### config.mk
export PLATFORM = sky130hd
export DESIGN_NAME = bfpb_geom
export DESIGN_NICKNAME = d
export VERILOG_FILES = /design/src/rtl/bfpb_pkg.sv /design/src/rtl/bfpb_geom.sv
export SDC_FILE = /design/constraint.sdc
export NUM_CORES = 1
export LEC_CHECK = 0
export BUFFER_PORTS_ARGS = -buffer_cell sky130_fd_sc_hd__buf_2
export CORE_MARGIN = 2
export CORE_UTILIZATION = 63
export DETAILED_ROUTE_END_ITERATION = 12
export PLACE_DENSITY = 0.89
export SYNTH_ARGS = -nofsm -noshare
export SYNTH_HDL_FRONTEND = slang
export SYNTH_SLANG_ARGS = --single-unit
export TNS_END_PERCENT = 5
### constraint.sdc
create_clock -name aclk -period 13.6 [get_ports aclk]
set_clock_uncertainty 0.15 [all_clocks]
set_input_delay 2.72 -clock aclk [delete_from_list [all_inputs] [get_ports aclk]]
set_output_delay 2.72 -clock aclk [all_outputs]
set_load 0.01 [all_outputs]
### src/rtl/bfpb_pkg.sv
package bfpb_pkg;

    localparam int COORD_BITS_DEF = 12;
    localparam int FIELD_COORD_W  = 12;
    localparam int DIST_W         = 25;   // covers the widest root and rect distance
    localparam int FW_W           = 20;
    localparam int Q_W            = 16;   // strength quotient bits
    localparam int S_W            = 17;   // strength, 65536 = 1.0
    localparam int DATA_W         = 18;
    localparam int MEAN_W         = 17;
    localparam int CH_W           = 8;
    localparam int NUM_CH         = 4;

    localparam int MODE_SHAPE_BIT = 0;    // 0 circle, 1 rect
    localparam int MODE_QUAD_BIT  = 1;    // 0 linear, 1 quadratic

    localparam logic [S_W-1:0] S_ONE = S_W'(65536);

    typedef enum logic [1:0] {
        EFF_ADD    = 2'd0,
        EFF_SET    = 2'd1,
        EFF_SMOOTH = 2'd2,
        EFF_DATA   = 2'd3
    } effect_t;

    typedef enum logic [2:0] {
        REG_CENTER_X      = 3'd0,
        REG_CENTER_Y      = 3'd1,
        REG_RADIUS_X      = 3'd2,
        REG_RADIUS_Y      = 3'd3,
        REG_FALLOFF_WIDTH = 3'd4,
        REG_BRUSH_DATA    = 3'd5,
        REG_MEAN_LEVEL    = 3'd6,
        REG_MODE          = 3'd7
    } reg_idx_t;

    typedef struct packed {
        logic [FIELD_COORD_W-1:0] center_x;
        logic [FIELD_COORD_W-1:0] center_y;
        logic [FW_W-1:0]          radius_x;
        logic [FW_W-1:0]          radius_y;
        logic [FW_W-1:0]          falloff_width;
        logic signed [DATA_W-1:0] brush_data;
        logic [MEAN_W-1:0]        mean_sat;   // already saturated to 1.0
        logic [3:0]               mode;
    } cfg_t;

    // pixel payload carried alongside the arithmetic
    typedef struct packed {
        logic [NUM_CH-1:0][CH_W-1:0] chans;
        logic [3:0]                  layer;
        logic [DIST_W-1:0]           rect_dist;
    } trail_t;

endpackage

### src/rtl/bfpb_geom.sv
module bfpb_geom #(
    parameter int COORD_BITS = bfpb_pkg::COORD_BITS_DEF
) (
    input  logic                                  aclk,
    input  logic                                  aresetn,
    input  logic                                  en,
    input  logic                                  in_valid,
    input  logic [bfpb_pkg::FIELD_COORD_W-1:0]    pos_x,
    input  logic [bfpb_pkg::FIELD_COORD_W-1:0]    pos_y,
    input  bfpb_pkg::trail_t                      in_trail,
    input  bfpb_pkg::cfg_t                        cfg,
    output logic                                  out_valid,
    output logic [2*COORD_BITS-1:0]               out_sqx,
    output logic [2*COORD_BITS-1:0]               out_sqy,
    output bfpb_pkg::trail_t                      out_trail
);

    localparam int EX_W = COORD_BITS + 8;

    logic [COORD_BITS-1:0] px, py, cx, cy;
    logic [COORD_BITS-1:0] adx_next, ady_next;
    logic [COORD_BITS-1:0] adx_reg, ady_reg;
    logic                  v1_reg, v2_reg;
    bfpb_pkg::trail_t      t1_reg, t2_reg, t2_next;
    logic [2*COORD_BITS-1:0] sqx_reg, sqy_reg;
    logic [bfpb_pkg::DIST_W-1:0] exx, eyy, rx, ry, ex, ey;

    assign px = COORD_BITS'(pos_x);
    assign py = COORD_BITS'(pos_y);
    assign cx = COORD_BITS'(cfg.center_x);
    assign cy = COORD_BITS'(cfg.center_y);
    assign adx_next = (px >= cx) ? px - cx : cx - px;
    assign ady_next = (py >= cy) ? py - cy : cy - py;

    // rectangle distance from the registered deltas
    assign exx = bfpb_pkg::DIST_W'({adx_reg, 8'b0});
    assign eyy = bfpb_pkg::DIST_W'({ady_reg, 8'b0});
    assign rx  = bfpb_pkg::DIST_W'(cfg.radius_x);
    assign ry  = bfpb_pkg::DIST_W'(cfg.radius_y);
    assign ex  = (exx > rx) ? exx - rx : '0;
    assign ey  = (eyy > ry) ? eyy - ry : '0;

    always_comb begin
        t2_next = t1_reg;
        t2_next.rect_dist = (ex > ey) ? ex : ey;
    end

    always_ff @(posedge aclk) begin
        if (!aresetn) begin
            v1_reg <= 1'b0;
            v2_reg <= 1'b0;
        end else if (en) begin
            v1_reg <= in_valid;
            v2_reg <= v1_reg;
        end
    end

    always_ff @(posedge aclk) begin
        if (en) begin
            adx_reg <= adx_next;
            ady_reg <= ady_next;
            t1_reg  <= in_trail;
            sqx_reg <= adx_reg * adx_reg;
            sqy_reg <= ady_reg * ady_reg;
            t2_reg  <= t2_next;
        end
    end

    assign out_valid = v2_reg;
    assign out_sqx   = sqx_reg;
    assign out_sqy   = sqy_reg;
    assign out_trail = t2_reg;

endmodule

==> metrics.txt <==
# fillers=2,011; Bufs and invs on worst path=3; 1st-iter DRT viols=1,045; asr flop ratio synth=0%; Slew HR=33.8%; Post-synth top cells=inv_1, ha_1, fa_1, edfxtp_1, nand2_1; YS warnings=0; vias in the first global route=14,300; Synth area leaders=edfxtp_1, fa_1, ha_1; CTS root buf=clkbuf_16; Die W=172 um; Crit path depth=17; hold buffers post-CTS=0; setup bufs post-CTS=0; Worst path slowest cell=or4_1; slew of the pin with the lowest slew margin=0.993 ns; Pre-antenna DRT Iters=8; largest net degree at the start of global routing=108; CTS resizes=0; outcome=finished, final reports clean; clock latency at the later pin of the worst-skew pair=0.46 ns; Post-synth EDFFs=163; Crit Path Max Fanout=34; Via Count=13,500; CTS sink count=165; area of the multi-input gates=0.0112 sq mm; initial antenna violation count=2; final setup vio count=0; period utilisation layout=54.4%; CTS tree=done; cell taking the most area after synthesis=edfxtp_1; full die area=0.0296 sq mm; post-DP HPWL=30,900 um; Yosys top cell area share=27.5%; cts bufs inserted=17; delay-heaviest family, CP=simple AND/OR/NAND/NOR gates; Achievable Freq=0.135 GHz; Die Y=172 um; share of cells above drive strength 1=15.1%; clk slew on worst S/H paths=0.08 ns; RSZ-0062 raised after global routing=no; area delta synth->final=11.5%; htree depth=4; Tmin final=7.39 ns; R2R cell count=18; Final Slew Violations=0; Synth Register Bits=165; DR DRC count=0; Boundary Pins=322; Total GRT Usage=28.4%; Detailed Route WL=39,900 um; Final Hold Viols=0; Post-Syn Instances=1,810; crit path DAT=7.44 ns; maxcap violations=0; Initial Utilization=64.0%; ys flop type=edfxtp_1; max reg flops=57; # rows=61; via/cell ratio=5.61; Post-Syn Area per Cell=9.82 sq um; Sequential Area=0.00493 sq mm; Avg WL per Cell=16.6 um; Worst Hold Class=reg2reg; crit-path cells=buf_2 -> inv_1 -> ha_1 -> or4b_4 -> o31ai_4 -> a31oi_1 -> nand3b_1 -> nand2_2 -> o211ai_1 -> ha_1 -> nand4_1 -> or4_1 -> o211ai_1 -> o21ai_2 -> buf_4 -> nand3_1 -> o21ai_0; Startpoint Class=input pin; post-synthesis instance area=0.0178 sq mm; critical path's largest stage delay=0.59 ns; Cells on Worst Hold Path=0; GPL Wtd Cong=0.900; Seq/Total Area, Yosys=27.8%; global-route wire length before repair=66,300 um; Netlist cell types=74; core area=0.0278 sq mm; CP required=13.64 ns; Setup CP Type=in2reg; Port Buf Inserts=235; most common cell in the netlist=inv_1; final setup TNS=0 ns; fin nets=2,602; GRT overflow=0; Routed Antenna Nets=0; Max clock buf depth=2; CP Capture Type=register
## metal layers
| metal | up-vias | GRT usage [%] | share of wire, % |
|---|---|---|---|
| li1 | 6383 | - | - |
| met1 | 6500 | 33.3 | 39 |
| met2 | 516 | 50.4 | 50 |
| met3 | 121 | 5.20 | 6.6 |
| met4 | 0 | 13.4 | 4.2 |
| met5 | - | 0 | 0 |
## placed cells by master, fill, tap and decap left out, types with 24 or more instances in the layout
| master | count |
|---|---|
| inv_1 | 380 |
| buf_2 | 234 |
| ha_1 | 210 |
| fa_1 | 164 |
| edfxtp_1 | 163 |
| nand2_1 | 121 |
| and2_1 | 95 |
| a21oi_1 | 73 |
| nor2_1 | 68 |
| xnor2_1 | 64 |
| o21ai_0 | 45 |
| nand3_1 | 35 |
| xor2_1 | 30 |
| a21o_1 | 27 |
| nor3_1 | 26 |
| nor2b_1 | 24 |
## through the flow
stage / utilization [%] / instance area, sq um / cells / setup WS [ns] / hold slack (ns)
after detailed placement: 69.1 / 19200 / 2375 / 5.84 / 0.255
after global placement: 69.1 / 19200 / 2375 / 5.96 / 0.250
final: 71.4 / 19800 / 2408 / 6.21 / 0.271
after floorplan: - / 17800 / 1811 / 6.80 / 0.250
after global routing: 71.4 / 19800 / 2408 / 5.91 / 0.277
after CTS: 71.4 / 19800 / 2407 / 6.28 / 0.265
## worst reg2reg max path: stages (launching register included)
cell,delay [ns]
edfxtp_1,0.69
and2_1,0.25
inv_1,0.07
fa_1,0.53
inv_1,0.06
fa_1,0.50
fa_1,0.55
fa_1,0.58
inv_1,0.07
fa_1,0.53
inv_1,0.05
ha_1,0.38
a21oi_1,0.22
nor2_1,0.06
a211oi_1,0.48
a21oi_1,0.26
o41ai_1,0.46
mux2i_1,0.23
nand2_1,0.07
## kinds of logic (layout without fill, tap and decap cells)
family	after synthesis	count (layout)	synth area share, %
multiplexers	31	31	1.82
other	1	3	0.0211
adder cells (fa/ha/maj)	374	374	33.2
flip-flops	165	165	27.8
buffers and inverters	431	649	9.52
XOR/XNOR	94	94	4.63
AND/OR/NAND/NOR	453	453	13.1
AO/OA/AOI/OAI	261	261	9.88
## cell type report
cell class,count,area share [%]
inverter,380,7.19
antenna,1,0.0126
clock inverter,15,1.07
sequential,165,24.9
timing repair buffer,237,6.04
clock buffer,17,2.15
tap,378,2.39
multi-input combinational,1215,56.3
## path summary, 6_finish.rpt
check,start,to,slack (ns)
max reg2reg,adx_reg[1],out_sqx[20],7.17
min,t1_reg[52],out_trail[52],0.27
max,cfg[67],out_trail[6],6.21
min reg2reg,t1_reg[52],out_trail[52],0.27
Power is not shown: default switching activity piles up to over one toggle a cycle in this logic, so the estimate is an artifact.
