<file path="config.mk">
export PLATFORM = sky130hd
export DESIGN_NAME = bfpb_sqrt_pipe
export DESIGN_NICKNAME = d
export VERILOG_FILES = /design/src/rtl/bfpb_pkg.sv /design/src/rtl/bfpb_sqrt_pipe.sv
export SDC_FILE = /design/constraint.sdc
export NUM_CORES = 2
export LEC_CHECK = 0
export ABC_AREA = 1
export CORE_MARGIN = 8
export CORE_UTILIZATION = 48
export DETAILED_ROUTE_END_ITERATION = 10
export DONT_BUFFER_PORTS = 1
export PLACE_DENSITY = 0.71
export SLEW_MARGIN = 10
export SYNTH_ARGS = -nofsm -noshare
export SYNTH_HDL_FRONTEND = slang
export SYNTH_SLANG_ARGS = --single-unit
export TNS_END_PERCENT = 100
</file>
<file path="constraint.sdc">
create_clock -name aclk -period 2.2 [get_ports aclk]
set_input_delay 0.33 -clock aclk [delete_from_list [all_inputs] [get_ports aclk]]
set_output_delay 0.33 -clock aclk [all_outputs]
set_load 0.03 [all_outputs]
</file>
<file path="src/rtl/bfpb_pkg.sv">
package bfpb_pkg;

    localparam int COORD_BITS_DEF = 12;
    localparam int FIELD_COORD_W  = 12;
    localparam int DIST_W         = 25;   // covers the widest root and rect distance
    localparam int FW_W           = 20;
    localparam int Q_W            = 16;   // strength quotient bits
    localparam int S_W            = 17;   // strength, 65536 = 1.0
    localparam int DATA_W         = 18;
    localparam int MEAN_W         = 17;
    localparam int CH_W           = 8;
    localparam int NUM_CH         = 4;

    localparam int MODE_SHAPE_BIT = 0;    // 0 circle, 1 rect
    localparam int MODE_QUAD_BIT  = 1;    // 0 linear, 1 quadratic

    localparam logic [S_W-1:0] S_ONE = S_W'(65536);

    typedef enum logic [1:0] {
        EFF_ADD    = 2'd0,
        EFF_SET    = 2'd1,
        EFF_SMOOTH = 2'd2,
        EFF_DATA   = 2'd3
    } effect_t;

    typedef enum logic [2:0] {
        REG_CENTER_X      = 3'd0,
        REG_CENTER_Y      = 3'd1,
        REG_RADIUS_X      = 3'd2,
        REG_RADIUS_Y      = 3'd3,
        REG_FALLOFF_WIDTH = 3'd4,
        REG_BRUSH_DATA    = 3'd5,
        REG_MEAN_LEVEL    = 3'd6,
        REG_MODE          = 3'd7
    } reg_idx_t;

    typedef struct packed {
        logic [FIELD_COORD_W-1:0] center_x;
        logic [FIELD_COORD_W-1:0] center_y;
        logic [FW_W-1:0]          radius_x;
        logic [FW_W-1:0]          radius_y;
        logic [FW_W-1:0]          falloff_width;
        logic signed [DATA_W-1:0] brush_data;
        logic [MEAN_W-1:0]        mean_sat;   // already saturated to 1.0
        logic [3:0]               mode;
    } cfg_t;

    // pixel payload carried alongside the arithmetic
    typedef struct packed {
        logic [NUM_CH-1:0][CH_W-1:0] chans;
        logic [3:0]                  layer;
        logic [DIST_W-1:0]           rect_dist;
    } trail_t;

endpackage

</file>
<file path="src/rtl/bfpb_sqrt_pipe.sv">
module bfpb_sqrt_pipe #(
    parameter int COORD_BITS = bfpb_pkg::COORD_BITS_DEF
) (
    input  logic                      aclk,
    input  logic                      aresetn,
    input  logic                      en,
    input  logic                      in_valid,
    input  logic [2*COORD_BITS-1:0]   sqx,
    input  logic [2*COORD_BITS-1:0]   sqy,
    input  bfpb_pkg::trail_t          in_trail,
    output logic                      out_valid,
    output logic [COORD_BITS+8:0]     out_root,
    output bfpb_pkg::trail_t          out_trail
);

    // one root bit per stage, radicand is (dx^2 + dy^2) << 16
    localparam int SUM_W = 2*COORD_BITS + 1;
    localparam int STEPS = COORD_BITS + 9;
    localparam int N_W   = 2*STEPS;
    localparam int R_W   = STEPS;
    localparam int RM_W  = R_W + 3;

    logic [SUM_W-1:0] sum;
    logic [N_W-1:0]   n0;

    logic [N_W-1:0]   n_reg    [STEPS];
    logic [RM_W-1:0]  rem_reg  [STEPS];
    logic [R_W-1:0]   root_reg [STEPS];
    logic             valid_reg[STEPS];
    bfpb_pkg::trail_t trail_reg[STEPS];

    assign sum = SUM_W'(sqx) + SUM_W'(sqy);
    assign n0  = N_W'({sum, 16'b0});

    for (genvar k = 0; k < STEPS; k++) begin : g_step
        logic [N_W-1:0]   n_in, n_next;
        logic [RM_W-1:0]  rem_in, rem2, trial, rem_next;
        logic [R_W-1:0]   root_in, root_next;
        logic             v_in, ge;
        bfpb_pkg::trail_t t_in;

        if (k == 0) begin : g_first
            assign n_in    = n0;
            assign rem_in  = '0;
            assign root_in = '0;
            assign v_in    = in_valid;
            assign t_in    = in_trail;
        end else begin : g_rest
            assign n_in    = n_reg[k-1];
            assign rem_in  = rem_reg[k-1];
            assign root_in = root_reg[k-1];
            assign v_in    = valid_reg[k-1];
            assign t_in    = trail_reg[k-1];
        end

        assign rem2      = {rem_in[RM_W-3:0], n_in[N_W-1:N_W-2]};
        assign trial     = RM_W'({root_in, 2'b01});
        assign ge        = (rem2 >= trial);
        assign rem_next  = ge ? rem2 - trial : rem2;
        assign root_next = {root_in[R_W-2:0], ge};
        assign n_next    = n_in << 2;

        always_ff @(posedge aclk) begin
            if (!aresetn) begin
                valid_reg[k] <= 1'b0;
            end else if (en) begin
                valid_reg[k] <= v_in;
            end
        end

        always_ff @(posedge aclk) begin
            if (en) begin
                n_reg[k]     <= n_next;
                rem_reg[k]   <= rem_next;
                root_reg[k]  <= root_next;
                trail_reg[k] <= t_in;
            end
        end
    end

    assign out_valid = valid_reg[STEPS-1];
    assign out_root  = root_reg[STEPS-1];
    assign out_trail = trail_reg[STEPS-1];

endmodule

</file>
==> results.toml <==
[yosys]
yosys_warnings = 0
synth_area_sq_um = 87600
synth.top_cell.area_share_pct = 71.6
synth_area_leader_cell = "edfxtp_1"
synth_seq_cells = 2090
yosysSeqAreaShare_pct = 71.6
postSynthNetCount = 7520
ys_top_cells_by_count = "2089 x edfxtp_1, 1857 x nand2_1, 934 x inv_1"
synth_area_leaders = "edfxtp_1 72%, nand2_1 8.0%, inv_1 4.0%"
synth_edf_count = 2089
syn_inst = 7138
syn_area_per_cell_sq_um = 12.3
synth_most_common_cell = "edfxtp_1"
synth-async-reset-ratio_pct = 0
synthFlopType = "edfxtp_1"
synth.distinct_cells = 53

[sta]
hold_slack_ns = -0.350
rsz0062_at_grt = "yes"
relSlewSlack_pct = 25.1
fin_setup_tns_ns = -0.0731
fmax_mhz = 445
finalSetupViolations = 5
final.setup_skew_ns = 0.0904
worst_slew_pin_slew_ns = 1.12
finalCritPeriodShare_pct = 102
finalWorstSetupSlack_ns = -0.0465
period_minus_slack_ns = 2.25
finalHoldViolCount = 203
finalMaxSlewViolations = 0

[power_and_ir_drop]
ir_worst_vdd_mv = 0.764
pwr_density_cell_nw_per_um2 = 946
power.leakage_nw = 41.9
total_power_mw = 99.3

[clocking]
h-tree-depth = 4
clk_path_buf_depth = 3
numCtsBuffers = 209
clkSinkCount = 2090
cts_tree = "built"
postCtsHoldBufs = 111
clk_latency_ns = 0.86
cts-root-buf = "clkbuf_16"
path_clk_slew_ns = 0.06

[grt]
antenna_found_initial = 1
met3_usage_pct = 2.57
grt_util_met2_pct = 29.3
grt_pass1_wl_microns = 266000
grt_start_max_net_pins = 239
top_usage_layer = "met2"
grt_pass1_vias = 50542
grt.total_usage_pct = 16.8
grtUsageMet1_pct = 21.4
grt-ovfl-total = 0

[drt]
wl_per_cell_microns = 16.6
via_count = 51672
via_per_inst = 4.94
drtPass1Iterations = 5
antenna_left = 0
drt_iter0_markers = 3238
drc = 0
finalWirelength_microns = 173000

[setup_path]
worst-path-buf-inv = 1
cp_max_fo = 4
cp_top_family = "simple AND/OR/NAND/NOR gates"
required_ns = 2.79
cp-end-kind = "flip-flop"
worstSetupEndpoint = "rem_reg[2][90]$_DFFE_PP_"
reg2reg_depth = 10
startpoint_type = "flip-flop"
crit_type = "flip-flop to flip-flop"
crit_chain = "ha_1 -> a21oi_1 -> buf_4 -> nor2_1 -> nor2_1 -> nand2_2 -> nand2_1 -> nand3b_1 -> nand3_4 -> nand2_2"
arrival_ns = 2.83
reg2reg_to = "rem_reg[2][90]$_DFFE_PP_"
critPathSlowestCell = "edfxtp_1"
cp.depth = 10
cpPeakStageDelay_ns = 0.41
worstReg2RegStart = "rem_reg[2][53]$_DFFE_PP_"
crit_start = "rem_reg[2][53]$_DFFE_PP_"
reg2reg_slack_ns = -0.05

[layout]
syn_to_final_growth_pct = 19.7
drive_above_1_share_pct = 16.2
fin_nets = 8272
regArea_sq_um = 62800
multi_input_area_sq_um = 22800
fillers = 14634
largest_reg_flops = 1281

[hold_path]
hold_class = "input pin to flip-flop"
hold_path_startpoint = "en"

[run_status]
status = "finished, violations left"
violations = "negative hold slack, negative setup slack"

[floorplan]
die-height_microns = 443
die_width_microns = 443
die_area_sq_um = 197000
io_pins = 196
initial_core_util_pct = 48.1
core_area_sq_um = 182000
rows = 157

[run]
maxCapViolations = 0

[placement]
port_buffers = 0
dp_hpwl_microns = 115000
place_congestion = 0.911
## where the power goes
| part | switching (mW) | internal [mW] |
|---|---|---|
| clock | 15.1 | 20.8 |
| sequential | 1.98 | 47.8 |
| combinational | 8.13 | 5.45 |
## worst min path at each step
stage | to | slack (ns) | depth (start not counted)
final | trail_reg[0][21]$_DFFE_PP_ | -0.35 | 0
after global routing | trail_reg[0][21]$_DFFE_PP_ | -0.45 | 0
after CTS | trail_reg[1][30]$_DFFE_PP_ | -0.45 | 0
after detailed placement | n_reg[1][24]$_DFFE_PP_ | 0.40 | 0
after global placement | trail_reg[0][387]$_DFFE_PP_ | 0.40 | 0
after floorplan | n_reg[10][36]$_DFFE_PP_ | 0.40 | 0
## kinds of logic after synthesis
| family | share of synthesized area (%) |
|---|---|
| fa+ha+maj | 3.91 |
| flops | 71.6 |
| xor+xnor | 1.70 |
| simple gates | 14.9 |
| other cells | 0.00428 |
| buf+inv | 4.59 |
| compound gates | 3.34 |
## routing by layer
| metal | vias up | wire length (microns) |
|---|---|---|
| met5 | - | 0 |
| met4 | 0 | 5300 |
| met3 | 309 | 6410 |
| met2 | 1009 | 86100 |
| met1 | 24510 | 75200 |
| li1 | 25844 | - |
## layout by cell type (no fill, tap or decap), types with 43 or more instances in the layout
master	synthesis	final
xor2_1	100	100
nand4_1	80	80
o21ai_2	49	64
buf_4	6	390
clkbuf_16	0	219
a21oi_2	31	59
inv_1	934	912
nand3b_1	59	59
nor2_1	588	558
o21ai_0	132	107
clkinv_1	0	43
nand3_1	360	318
nand2_1	1857	1744
a21oi_1	235	203
dlygate4sd3_1	0	111
xnor2_1	70	70
ha_4	0	65
nand2_2	13	99
o21ai_1	36	46
ha_1	261	188
edfxtp_1	2089	2089
## through the flow
step                cell area (sq um)  instances  setup WS, ns  utilization (%)
global route                   105000      10453        -0.118             57.6
floorplan                       87700       7138       0.00362                -
finish                         105000      10453       -0.0465             57.6
CTS                            103000      10381       -0.0253             56.2
detailed placement              93400       9848         -2.20             51.2
global placement                93300       9846         -2.33             51.2
## area by class of cell
cell class	instances	share of cell area, %
antenna	1	0.00238
clock buffer	243	5.11
clock inverter	145	1.66
inverter	959	3.49
multi-input combinational	4048	21.7
sequential	2090	59.8
tap	2385	2.84
timing repair buffer	576	5.35
timing repair inverter	6	0.0537
## worst reg2reg max path, stage by stage, from the launching register on
cell and delay [ns]:
edfxtp_1 0.41, ha_1 0.38, a21oi_1 0.31, buf_4 0.18, nor2_1 0.04, nor2_1 0.13
nand2_2 0.12, nand2_1 0.12, nand3b_1 0.15, nand3_4 0.11, nand2_2 0.06
## repair_timing
| action | 4_1_cts | 5_1_grt |
|---|---|---|
| gates cloned | 16 | 14 |
| setup buffers | 18 | 59 |
| pin swaps | 14 | 92 |
| setup endpoints to repair | 1041 | 556 |
| endpoints found under the hold margin | 354 | 203 |
| resized for setup | 88 | 388 |
No activity file was read; power rests on OpenSTA's default activity.
