`src/rtl/bfpb_pkg.sv`:
```
package bfpb_pkg;

    localparam int COORD_BITS_DEF = 12;
    localparam int FIELD_COORD_W  = 12;
    localparam int DIST_W         = 25;   // covers the widest root and rect distance
    localparam int FW_W           = 20;
    localparam int Q_W            = 16;   // strength quotient bits
    localparam int S_W            = 17;   // strength, 65536 = 1.0
    localparam int DATA_W         = 18;
    localparam int MEAN_W         = 17;
    localparam int CH_W           = 8;
    localparam int NUM_CH         = 4;

    localparam int MODE_SHAPE_BIT = 0;    // 0 circle, 1 rect
    localparam int MODE_QUAD_BIT  = 1;    // 0 linear, 1 quadratic

    localparam logic [S_W-1:0] S_ONE = S_W'(65536);

    typedef enum logic [1:0] {
        EFF_ADD    = 2'd0,
        EFF_SET    = 2'd1,
        EFF_SMOOTH = 2'd2,
        EFF_DATA   = 2'd3
    } effect_t;

    typedef enum logic [2:0] {
        REG_CENTER_X      = 3'd0,
        REG_CENTER_Y      = 3'd1,
        REG_RADIUS_X      = 3'd2,
        REG_RADIUS_Y      = 3'd3,
        REG_FALLOFF_WIDTH = 3'd4,
        REG_BRUSH_DATA    = 3'd5,
        REG_MEAN_LEVEL    = 3'd6,
        REG_MODE          = 3'd7
    } reg_idx_t;

    typedef struct packed {
        logic [FIELD_COORD_W-1:0] center_x;
        logic [FIELD_COORD_W-1:0] center_y;
        logic [FW_W-1:0]          radius_x;
        logic [FW_W-1:0]          radius_y;
        logic [FW_W-1:0]          falloff_width;
        logic signed [DATA_W-1:0] brush_data;
        logic [MEAN_W-1:0]        mean_sat;   // already saturated to 1.0
        logic [3:0]               mode;
    } cfg_t;

    // pixel payload carried alongside the arithmetic
    typedef struct packed {
        logic [NUM_CH-1:0][CH_W-1:0] chans;
        logic [3:0]                  layer;
        logic [DIST_W-1:0]           rect_dist;
    } trail_t;

endpackage

```
`src/rtl/bfpb_blend.sv`:
```
module bfpb_blend (
    input  logic                                              aclk,
    input  logic                                              aresetn,
    input  logic                                              en,
    input  logic                                              in_valid,
    input  logic [bfpb_pkg::S_W-1:0]                          s,
    input  bfpb_pkg::trail_t                                  in_trail,
    input  bfpb_pkg::cfg_t                                    cfg,
    output logic                                              out_valid,
    output logic [bfpb_pkg::NUM_CH-1:0][bfpb_pkg::CH_W-1:0]   out_chans,
    output logic [1:0]                                        out_slice
);

    bfpb_pkg::effect_t effect;
    assign effect = bfpb_pkg::effect_t'(cfg.mode[3:2]);

    // B1: channel to Q1.16, data * s
    logic [7:0]             c;
    logic [16:0]            v_next, v1_reg, v2_reg;
    logic signed [35:0]     p1_next, p1_reg, p1b_reg;
    logic [16:0]            s1_reg;
    logic                   v1v_reg, v2v_reg, v3v_reg, vo_reg;
    bfpb_pkg::trail_t       t1_reg, t2_reg, t3_reg;

    assign c       = in_trail.chans[in_trail.layer[1:0]];
    assign v_next  = 17'({c, c}) + 17'(c[7]);
    assign p1_next = cfg.brush_data * $signed({1'b0, s});

    // B2: second product for set and smooth
    logic signed [19:0]     k;
    logic signed [18:0]     a_op;
    logic signed [19:0]     b_op;
    logic signed [38:0]     p2_reg;

    assign k = p1_reg[35:16];

    always_comb begin
        if (effect == bfpb_pkg::EFF_SET) begin
            a_op = 19'(cfg.brush_data) - $signed({2'b0, v1_reg});
            b_op = $signed({3'b0, s1_reg});
        end else begin
            a_op = $signed({2'b0, cfg.mean_sat}) - $signed({2'b0, v1_reg});
            b_op = k;
        end
    end

    // B3: pick term, add it to the channel (data replaces it), clamp to 0..1
    logic signed [24:0]     term, r_full;
    logic [16:0]            r_next, r_reg;

    always_comb begin
        case (effect)
            bfpb_pkg::EFF_ADD:  term = 25'($signed(p1b_reg[35:16]));
            bfpb_pkg::EFF_DATA: term = 25'(cfg.brush_data);
            default:            term = 25'($signed(p2_reg[38:16]));
        endcase
        if (effect == bfpb_pkg::EFF_DATA) begin
            r_full = term;
        end else begin
            r_full = $signed({8'b0, v2_reg}) + term;
        end
        if (r_full < 0) begin
            r_next = '0;
        end else if (r_full > 25'sd65536) begin
            r_next = bfpb_pkg::S_ONE;
        end else begin
            r_next = r_full[16:0];
        end
    end

    // B4: back to 8 bits, rounded
    logic [24:0] scaled;
    logic [bfpb_pkg::NUM_CH-1:0][bfpb_pkg::CH_W-1:0] chans_next, chans_reg;
    logic [1:0] slice_reg;

    assign scaled = {r_reg, 8'b0} - 25'(r_reg) + 25'd32768;

    always_comb begin
        chans_next = t3_reg.chans;
        chans_next[t3_reg.layer[1:0]] = scaled[23:16];
    end

    always_ff @(posedge aclk) begin
        if (!aresetn) begin
            v1v_reg <= 1'b0;
            v2v_reg <= 1'b0;
            v3v_reg <= 1'b0;
            vo_reg  <= 1'b0;
        end else if (en) begin
            v1v_reg <= in_valid;
            v2v_reg <= v1v_reg;
            v3v_reg <= v2v_reg;
            vo_reg  <= v3v_reg;
        end
    end

    always_ff @(posedge aclk) begin
        if (en) begin
            v1_reg    <= v_next;
            p1_reg    <= p1_next;
            s1_reg    <= s;
            t1_reg    <= in_trail;
            v2_reg    <= v1_reg;
            p1b_reg   <= p1_reg;
            p2_reg    <= a_op * b_op;
            t2_reg    <= t1_reg;
            r_reg     <= r_next;
            t3_reg    <= t2_reg;
            chans_reg <= chans_next;
            slice_reg <= t3_reg.layer[3:2];
        end
    end

    assign out_valid = vo_reg;
    assign out_chans = chans_reg;
    assign out_slice = slice_reg;

endmodule

```
`config.mk`:
```
export PLATFORM = sky130hd
export DESIGN_NAME = bfpb_blend
export DESIGN_NICKNAME = d
export VERILOG_FILES = /design/src/rtl/bfpb_pkg.sv /design/src/rtl/bfpb_blend.sv
export SDC_FILE = /design/constraint.sdc
export NUM_CORES = 2
export LEC_CHECK = 0
export ABC_AREA = 1
export ABC_CLOCK_PERIOD_IN_PS = 17880
export BUFFER_PORTS_ARGS = -buffer_cell sky130_fd_sc_hd__buf_2
export CAP_MARGIN = 20
export CELL_PAD_IN_SITES_DETAIL_PLACEMENT = 1
export CELL_PAD_IN_SITES_GLOBAL_PLACEMENT = 1
export CORE_ASPECT_RATIO = 1.5
export CORE_MARGIN = 2
export CORE_UTILIZATION = 53
export CTS_CLUSTER_SIZE = 16
export DETAILED_ROUTE_END_ITERATION = 8
export PLACE_DENSITY_LB_ADDON = 0.2
export SLEW_MARGIN = 10
export SYNTH_ARGS = -nofsm -noshare
export SYNTH_HDL_FRONTEND = slang
export SYNTH_SLANG_ARGS = --single-unit
```
`constraint.sdc`:
```
create_clock -name aclk -period 17.88 [get_ports aclk]
set_clock_uncertainty 0.15 [all_clocks]
set_input_delay 0 -clock aclk [delete_from_list [all_inputs] [get_ports aclk]]
set_output_delay 0 -clock aclk [all_outputs]
set_load 0.01 [all_outputs]
```
==> run metrics <==
status=finished with violations; failing checks=negative hold slack; main flop type after synthesis=edfxtp_1; final setup fails=0; Critical Path Max Stage Delay=720 ps; WL final=approximately 140000 um; clock tree buffer depth=3; placed cells=5620; Cell Rows=123; Seq cells post-synth=275; initial DRC count=1691; Core Footprint=74790 um2; 1st-pass router iterations=7; grt ovf=0; PortBufs=128; vias=32390; worst setup path category=register to register; Die Wd=roughly 230 um; CTS tree=done; min-delay worst type=primary input to register; vias in the first global route=between 30000 and 40000; Critical Path AT=10470 ps; vias per cell=5.639; antenna violations before repair=3; Worst Hold Path Cells=2; latest clock arrival within the worst-skew pair=between 600 and 700 ps; per-cell routed wire length=about 24 um; routability cong.=0.9501; Finished Layout Cells=between 5000 and 6000; DPL Wire Length=107800 um; FF-to-FF path depth=36; Clock Tree Root=clkbuf_16; Slowest cell on crit path=fa_1; relative slew slack=26.28%; CP Launch Type=register; Total Die Area=77730 um2; top cell type's share of synthesized area=between 30% and 40%; Crit. path cell count=36; Setup TNS=0 ps; Mapped Nets=a little under 6000; worst-margin pin slew=around 1100 ps; Die H=340.5 um; total track usage=36.81%; layout cells sized above 1=6.156%; H-tree levels=1; I/O pin cnt=240; post-layout net count=5900; pre-CTS setup slack=8069 ps; Worst Slack Setup Final=7565 ps; synth top area cells=fa_1 35%, edfxtp_1 20%, inv_1 11%, nand2_1 9.3%, ha_1 8.6%; Tcrit/Tclk final=57.69%; count of cell types in the netlist=58; Final ANT Viol Nets=0; most frequent CP cell=fa_1; FFs w/ async S/R, synth=0%; DRC=0; critical path peak fanout=12; sequential share of the synthesized area=20.55%; CTS buffer count=28; Worst Setup End Kind=register; Tmin final=roughly 10000 ps; worst path bufs/invs=7; Starting Density=53.48%; clock sinks=between 200 and 300; RSZ-0062 raised after global routing=no; Synth Warn #=0; Post-Syn Area=approximately 40000 um2; post-route cell area=43230 um2; number of flops mapped to enable cells by yosys=271; Post-CTS Setup Bufs=0; final hold vios=1; Worst EP required=18040 ps; CP top delay family=adder cells; first-pass GRT wire length=214300 um; post-synthesis cell count=4597; Slew Viols, Final=0; post_cts resized=0; Fmax achieved=0.09695 GHz; total of max-cap violations=0; post-synth top area cell=fa_1; largest net degree at the start of global routing=94; WHS=-10.35 ps; placed cell area=41560 um2; P&R area growth vs syn=8.067%; CTS clk-pin slew, worst paths=roughly 80 ps; Avg Inst Size Synth=8.701 um2
metrics by stage:
step	hold WS [ps]	util (%)
final	-10.35	57.79
after global routing	3.117	57.79
after CTS	3.221	57.74
after detailed placement	28.80	55.57
after global placement	29.92	55.55
after floorplan	-51.13	-
final timing paths:
check | start | end | slack, ps
max | v1_reg[0]$_DFFE_PP_ | p2_reg[38]$_DFFE_PP_ | 7570
max reg2reg | v1_reg[0]$_DFFE_PP_ | p2_reg[38]$_DFFE_PP_ | 7570
min | in_trail[31] | t1_reg[31]$_DFFE_PP_ | -10
min reg2reg | t2_reg[55]$_DFFE_PP_ | t3_reg[55]$_DFFE_PP_ | 260
what timing repair did:
item	CTS	global route
hold buffers	68	0
endpoints found under the setup margin	0	0
hold endpoints to repair	163	0
metal layers:
metal	track usage (%)	wire, um	part of all wire, %
met5	0	26	0.019
met2	68.35	73270	53
met4	32.08	14690	11
met3	4.516	6304	4.6
met1	35.88	44200	32
layout by cell type (no fill, tap or decap), drive strengths merged, types with 2 or more instances in the layout:
master,instances
dfxtp,4
fa,697
ha,276
nand2,1004
or2,21
inv,1164
nand4,26
and2,3
xor2,56
nand3,218
nand3b,5
a221o,3
o22ai,2
o221a,2
a32oi,4
clkbuf,33
o21ai,124
a21o,12
a221oi,2
a21boi,3
o21a,15
a21oi,144
edfxtp,271
bufinv,3
o21bai,11
a31oi,12
and3,3
clkinv,19
nor4,7
clkinvlp,2
nor3,22
xnor2,25
o211ai,3
a211oi,3
o221ai,2
nor2,309
dlygate4sd3,68
buf,160
cell usage after synthesis, types with 4 or more instances:
master / instances
nor3_1: 17
fa_1: 697
nor3_2: 5
ha_1: 276
dfxtp_1: 4
nand2_1: 986
inv_2: 9
xor2_1: 56
nor4_1: 7
a31oi_1: 12
nand4_1: 26
nand3_2: 5
o21ai_2: 9
xnor2_1: 25
clkbuf_1: 87
a21oi_1: 143
buf_1: 13
buf_2: 23
nor2_2: 10
buf_4: 7
nor2_1: 298
edfxtp_1: 271
o21ai_1: 20
a21o_1: 12
o21a_1: 15
nand3b_1: 5
clkinv_1: 7
o21bai_1: 11
nand3_1: 213
nand2_2: 16
inv_1: 1152
o21ai_0: 95
or2_2: 16
area by class of cell:
| type | instances | area (um2) |
|---|---|---|
| Antenna cell | 1 | 2.502 |
| Clock buffer | 32 | 715.7 |
| Clock inverter | 19 | 230.2 |
| Fill cell | 8932 | 31570 |
| Inverter | 1169 | 4395 |
| Multi-Input combinational cell | 3019 | 26820 |
| Sequential cell | 275 | 8218 |
| Tap cell | 1000 | 1251 |
| Timing Repair Buffer | 229 | 1593 |
kinds of logic (layout without fill, tap and decap cells):
group                    count (synthesis)  in the layout  share of synthesized area, %
AO/OA/AOI/OAI                          345            345                         4.939
XOR/XNOR                                81             81                         1.774
adder cells (fa/ha/maj)                973            973                         43.52
buffers and inverters                 1303           1449                         12.47
flip-flops                             275            275                         20.55
other                                    0              1                             0
AND/OR/NAND/NOR                       1620           1620                         16.75
worst reg2reg max path: cells and delay by family, from the launching register on:
family          cells  cell delay, ps
compound gates      3             740
xor+xnor            1             550
fa+ha+maj          10            4800
buf+inv             7             450
flops               1             470
simple gates       15            2830
Power is not shown: default switching activity piles up to over one toggle a cycle in this logic, so the estimate is an artifact.
