`src/rtl/bfpb_pkg.sv`:
```
package bfpb_pkg;

    localparam int COORD_BITS_DEF = 12;
    localparam int FIELD_COORD_W  = 12;
    localparam int DIST_W         = 25;   // covers the widest root and rect distance
    localparam int FW_W           = 20;
    localparam int Q_W            = 16;   // strength quotient bits
    localparam int S_W            = 17;   // strength, 65536 = 1.0
    localparam int DATA_W         = 18;
    localparam int MEAN_W         = 17;
    localparam int CH_W           = 8;
    localparam int NUM_CH         = 4;

    localparam int MODE_SHAPE_BIT = 0;    // 0 circle, 1 rect
    localparam int MODE_QUAD_BIT  = 1;    // 0 linear, 1 quadratic

    localparam logic [S_W-1:0] S_ONE = S_W'(65536);

    typedef enum logic [1:0] {
        EFF_ADD    = 2'd0,
        EFF_SET    = 2'd1,
        EFF_SMOOTH = 2'd2,
        EFF_DATA   = 2'd3
    } effect_t;

    typedef enum logic [2:0] {
        REG_CENTER_X      = 3'd0,
        REG_CENTER_Y      = 3'd1,
        REG_RADIUS_X      = 3'd2,
        REG_RADIUS_Y      = 3'd3,
        REG_FALLOFF_WIDTH = 3'd4,
        REG_BRUSH_DATA    = 3'd5,
        REG_MEAN_LEVEL    = 3'd6,
        REG_MODE          = 3'd7
    } reg_idx_t;

    typedef struct packed {
        logic [FIELD_COORD_W-1:0] center_x;
        logic [FIELD_COORD_W-1:0] center_y;
        logic [FW_W-1:0]          radius_x;
        logic [FW_W-1:0]          radius_y;
        logic [FW_W-1:0]          falloff_width;
        logic signed [DATA_W-1:0] brush_data;
        logic [MEAN_W-1:0]        mean_sat;   // already saturated to 1.0
        logic [3:0]               mode;
    } cfg_t;

    // pixel payload carried alongside the arithmetic
    typedef struct packed {
        logic [NUM_CH-1:0][CH_W-1:0] chans;
        logic [3:0]                  layer;
        logic [DIST_W-1:0]           rect_dist;
    } trail_t;

endpackage

```
`src/rtl/bfpb_strength.sv`:
```
module bfpb_strength #(
    parameter int COORD_BITS = bfpb_pkg::COORD_BITS_DEF
) (
    input  logic                          aclk,
    input  logic                          aresetn,
    input  logic                          en,
    input  logic                          in_valid,
    input  logic [COORD_BITS+8:0]         root,
    input  bfpb_pkg::trail_t              in_trail,
    input  bfpb_pkg::cfg_t                cfg,
    output logic                          out_valid,
    output logic [bfpb_pkg::S_W-1:0]      out_s,
    output bfpb_pkg::trail_t              out_trail
);

    localparam int DW = bfpb_pkg::DIST_W;
    localparam int FW = bfpb_pkg::FW_W;
    localparam int QW = bfpb_pkg::Q_W;

    logic [DW-1:0] root_d, rad_d, fw_d, circ, sel_dist;
    logic          v0_reg, full0_reg, zero0_reg;
    logic [FW-1:0] rem0_reg;
    bfpb_pkg::trail_t t0_reg;

    assign root_d   = DW'(root);
    assign rad_d    = DW'(cfg.radius_x);
    assign fw_d     = DW'(cfg.falloff_width);
    assign circ     = (root_d > rad_d) ? root_d - rad_d : '0;
    assign sel_dist = cfg.mode[bfpb_pkg::MODE_SHAPE_BIT] ? in_trail.rect_dist : circ;

    always_ff @(posedge aclk) begin
        if (!aresetn) begin
            v0_reg <= 1'b0;
        end else if (en) begin
            v0_reg <= in_valid;
        end
    end

    always_ff @(posedge aclk) begin
        if (en) begin
            full0_reg <= (sel_dist == '0);
            zero0_reg <= (cfg.falloff_width == '0) || (sel_dist >= fw_d);
            rem0_reg  <= cfg.falloff_width - FW'(sel_dist);
            t0_reg    <= in_trail;
        end
    end

    // restoring divide: (fw - d) * 2^16 / fw, one quotient bit per stage
    logic [FW-1:0]    rem_reg  [QW];
    logic [QW-1:0]    q_reg    [QW];
    logic             full_reg [QW];
    logic             zero_reg [QW];
    logic             valid_reg[QW];
    bfpb_pkg::trail_t trail_reg[QW];

    for (genvar k = 0; k < QW; k++) begin : g_div
        logic [FW-1:0]    rem_in, rem_next;
        logic [FW:0]      r2;
        logic [QW-1:0]    q_in;
        logic             f_in, z_in, v_in, ge;
        bfpb_pkg::trail_t t_in;

        if (k == 0) begin : g_first
            assign rem_in = rem0_reg;
            assign q_in   = '0;
            assign f_in   = full0_reg;
            assign z_in   = zero0_reg;
            assign v_in   = v0_reg;
            assign t_in   = t0_reg;
        end else begin : g_rest
            assign rem_in = rem_reg[k-1];
            assign q_in   = q_reg[k-1];
            assign f_in   = full_reg[k-1];
            assign z_in   = zero_reg[k-1];
            assign v_in   = valid_reg[k-1];
            assign t_in   = trail_reg[k-1];
        end

        assign r2       = {rem_in, 1'b0};
        assign ge       = (r2 >= {1'b0, cfg.falloff_width});
        assign rem_next = ge ? FW'(r2 - {1'b0, cfg.falloff_width}) : FW'(r2);

        always_ff @(posedge aclk) begin
            if (!aresetn) begin
                valid_reg[k] <= 1'b0;
            end else if (en) begin
                valid_reg[k] <= v_in;
            end
        end

        always_ff @(posedge aclk) begin
            if (en) begin
                rem_reg[k]   <= rem_next;
                q_reg[k]     <= {q_in[QW-2:0], ge};
                full_reg[k]  <= f_in;
                zero_reg[k]  <= z_in;
                trail_reg[k] <= t_in;
            end
        end
    end

    logic [2*QW-1:0]            qq;
    logic [QW-1:0]              q_last;
    logic [bfpb_pkg::S_W-1:0]   s_next, s_reg;
    logic                       vs_reg;
    bfpb_pkg::trail_t           ts_reg;

    assign q_last = q_reg[QW-1];
    assign qq     = q_last * q_last;

    always_comb begin
        if (full_reg[QW-1]) begin
            s_next = bfpb_pkg::S_ONE;
        end else if (zero_reg[QW-1]) begin
            s_next = '0;
        end else if (cfg.mode[bfpb_pkg::MODE_QUAD_BIT]) begin
            s_next = bfpb_pkg::S_W'(qq[2*QW-1:QW]);
        end else begin
            s_next = bfpb_pkg::S_W'(q_last);
        end
    end

    always_ff @(posedge aclk) begin
        if (!aresetn) begin
            vs_reg <= 1'b0;
        end else if (en) begin
            vs_reg <= valid_reg[QW-1];
        end
    end

    always_ff @(posedge aclk) begin
        if (en) begin
            s_reg  <= s_next;
            ts_reg <= trail_reg[QW-1];
        end
    end

    assign out_valid = vs_reg;
    assign out_s     = s_reg;
    assign out_trail = ts_reg;

endmodule

```
`config.mk`:
```
export PLATFORM = sky130hd
export DESIGN_NAME = bfpb_strength
export DESIGN_NICKNAME = d
export VERILOG_FILES = /design/src/rtl/bfpb_pkg.sv /design/src/rtl/bfpb_strength.sv
export SDC_FILE = /design/constraint.sdc
export NUM_CORES = 2
export LEC_CHECK = 0
export ABC_AREA = 1
export BUFFER_PORTS_ARGS = -buffer_cell sky130_fd_sc_hd__buf_2
export CAP_MARGIN = 20
export CORE_UTILIZATION = 55
export DETAILED_ROUTE_END_ITERATION = 8
export PLACE_DENSITY = 0.81
export SYNTH_ARGS = -nofsm -noshare
export SYNTH_HDL_FRONTEND = slang
export SYNTH_SLANG_ARGS = --single-unit
```
`constraint.sdc`:
```
create_clock -name aclk -period 8.1 [get_ports aclk]
set_input_delay 1.62 -clock aclk [delete_from_list [all_inputs] [get_ports aclk]]
set_output_delay 1.62 -clock aclk [all_outputs]
set_load 0.03 [all_outputs]
```
==> flow_summary_export.csv <==
group,metric,value,unit
place,hpwl,116000,um
timing,finalWorstSetupSlack,1.61,ns
drt,vias,50295,
drt,drcViolationCount,52,
timing,tightestPinTransition,1.08,ns
cts,cts_buffers,162,
logic_synthesis,synth-edff-count,1620,
drt,dr.pass1.iters,8,
min_path,worstHoldPathCells,0,
cts,cts.htree.levels,4,
grt,grt_pass1_wl,267000,um
critical_path,r2r-end,"out_s[8]",
critical_path,reg2regPathDepth,18,
drt,drt-total-wl,172000,um
place,io_buffers,206,
die,initial_core_util,55.5,%
timing,fmax,154,MHz
job,max-cap-violations,0,
drt,wl_per_cell,18.8,um
logic_synthesis,yosys_warnings,0,
drt,via_per_inst,5.51,
timing,slew_violations,0,
timing,hold_violations,0,
finish,largest_reg_flops,976,
min_path,hp-start,"q_reg[1][40]",
timing,slew_headroom,27.8,%
drt,ant_nets,0,
logic_synthesis,syn_nets,7646,
power,leakagePower,36.5,nW
logic_synthesis,syn_area,79800,um^2
die,row_count,139,
timing,period_minus_slack,6.49,ns
die,ios,288,
cts,cts.sink_count,1623,
critical_path,crit_required,8.65,ns
finish,area_growth,11.1,%
cts,cts_setup_buffers,0,
die,die-height,383,um
grt,antenna_found_initial,3,
finish,nFillCells,11100,
grt,grt_pass1_vias,49247,
grt,grt_max_degree,216,
min_path,hold_end,"q_reg[1][57]",
logic_synthesis,synth_ff_type,"edfxtp_1",
cts,post_cts_resized,0,
die,coreArea,144000,um^2
status,status,"finished, violations left",
logic_synthesis,seq_area_frac_synth,61.1,%
finish,layout_commonest_cell,"edfxtp_1",
critical_path,worstSetupPathType,"flop to flop",
finish,nets,7954,
power,peakVddDrop,0.491,mV
logic_synthesis,syn_inst,6781,
critical_path,cp_max_fo,17,
critical_path,reg2reg_from,"q_reg[1][118]",
cts,clk_pin_slew_worst_paths,0.06,ns
critical_path,start_kind,"flop",
place,place_ws,1.67,ns
drt,drtIter0Drc,3720,
timing,fin_tns_setup,0,ns
timing,finalCritPeriodShare,80.1,%
finish,layout-drive-gt1-share,8.10,%
place,gp_congestion,0.930,
cts,clk_latency,0.81,ns
power,p_per_area,394,nW/um^2
finish,layout_common_cells,"1620 x edfxtp_1, 1051 x nand2_1, 875 x inv_1, 634 x nor2_1, 532 x a21oi_1",
logic_synthesis,ys_types,62,
grt,grt.overflow.total,0,
min_path,hp-class,"flop to flop",
timing,setup_viol,0,
status,violations,"design-rule violations",
logic_synthesis,ys_ff_latch,1623,
cts,max-clock-path-buffers,3,
die,dieWidth,383,um
grt,grtUsageTotal,23.5,%
cts,cts_hold_buf,0,
timing,clock_skew,0.0470,ns
die,die-area,147000,um^2
logic_synthesis,async_flop_share,0,%
cts,cts_tree,"done",
critical_path,reg2reg_setup_slack,1.61,ns
critical_path,arrival,7.04,ns
critical_path,crit_path_end_kind,"flop",
cts,cts-root-buf,"clkbuf_16",
timing,rsz0062_at_grt,"no",
logic_synthesis,avgSynthCellArea,11.8,um^2
cell families (layout without fill, tap and decap cells):
logic type	Yosys count	in the layout	share of synthesized area, %
AND/OR/NAND/NOR	2214	2214	11.7
flip-flops	1623	1623	61.1
AO/OA/AOI/OAI	1049	1049	7.63
buffers and inverters	996	1436	4.89
adder cells (fa/ha/maj)	656	656	12.0
XOR/XNOR	236	236	2.59
multiplexers	7	7	0.0988
other	0	3	0
stage by stage:
step                total power, mW  instances  hold slack, ns  instance area [um^2]  utilization, %
floorplan                      23.3       6781           0.400                 79800               -
global placement               26.9       8827           0.400                 83000            57.8
detailed placement             27.2       8827           0.405                 83000            57.8
CTS                            35.0       9123           0.383                 88500            61.6
global route                   37.6       9125           0.382                 88600            61.7
finish                         34.9       9127           0.386                 88600            61.7
worst max-delay path, cell delays in order (launching register included):
cell and delay (ns):
edfxtp_1 0.99, nand2_1 0.27, fa_1 0.59, inv_1 0.05, fa_1 0.46, fa_1 0.52, fa_1 0.54, fa_1 0.56
inv_1 0.06, fa_1 0.52, inv_1 0.04, ha_1 0.37, nand2_1 0.13, o21ai_0 0.50, a21boi_0 0.24, nand4_1 0.14
nand3_1 0.08, o211ai_1 0.09, inv_1 0.07
layout make-up:
cell class,instances,area (um^2),area share (%)
diodes,3,7.51,0.00848
clock buffers,190,4190,4.73
clock inverters,106,1320,1.49
inverters,889,3340,3.78
multi-input cells,4162,27100,30.6
flip-flops and latches,1623,48700,55.0
well taps,1903,2380,2.69
repair buffers,251,1480,1.67
synthesized netlist by cell type (all sizes together), types with 5 or more instances:
cell | instances | area [um^2]
edfxtp | 1620 | 48600
nand2 | 1068 | 4100
inv | 889 | 3340
nor2 | 647 | 2480
a21oi | 536 | 2700
ha | 476 | 5960
nand3 | 263 | 1350
o21ai | 206 | 1060
fa | 180 | 3600
xnor2 | 146 | 1280
xor2 | 90 | 788
nand4 | 89 | 572
a21o | 79 | 593
a31oi | 74 | 463
nor3 | 67 | 335
buf | 57 | 369
nor4 | 51 | 319
clkbuf | 50 | 189
o21bai | 41 | 312
o21a | 31 | 233
a21boi | 23 | 173
o211ai | 15 | 113
o31ai | 15 | 191
a31o | 12 | 105
a221oi | 10 | 87.6
or2 | 9 | 56.3
nor4b | 8 | 70.1
mux2 | 7 | 78.8
and2 | 5 | 31.3
layer usage:
| layer | share of wire [%] | GRT usage [%] | vias up | wire length, um |
|---|---|---|---|---|
| met4 | 3.5 | 8.64 | 0 | 6000 |
| met3 | 5.6 | 3.55 | 354 | 9650 |
| li1 | - | - | 24270 | - |
| met5 | 0 | 0 | - | 0 |
| met1 | 42 | 30.5 | 24104 | 72200 |
| met2 | 49 | 39.9 | 1567 | 84000 |
worst max-delay path by stage:
| stage | start | end | cells after the start |
|---|---|---|---|
| 2_1_floorplan | q_reg[1][116] | out_s[10] | 25 |
| 3_3_place_gp | q_reg[1][118] | out_s[10] | 22 |
| 3_5_place_dp | q_reg[1][118] | out_s[10] | 22 |
| 4_1_cts | q_reg[1][118] | out_s[10] | 22 |
| 5_1_grt | q_reg[1][120] | out_s[2] | 19 |
| 6_report | q_reg[1][118] | out_s[8] | 18 |
where the power goes:
| part | internal, mW | switching [mW] | total, mW |
|---|---|---|---|
| clock network | 4.35 | 3.28 | 7.64 |
| registers | 11.1 | 0.755 | 11.9 |
| logic | 5.58 | 9.81 | 15.4 |
Note: power is estimated with default switching activity, not from simulation.
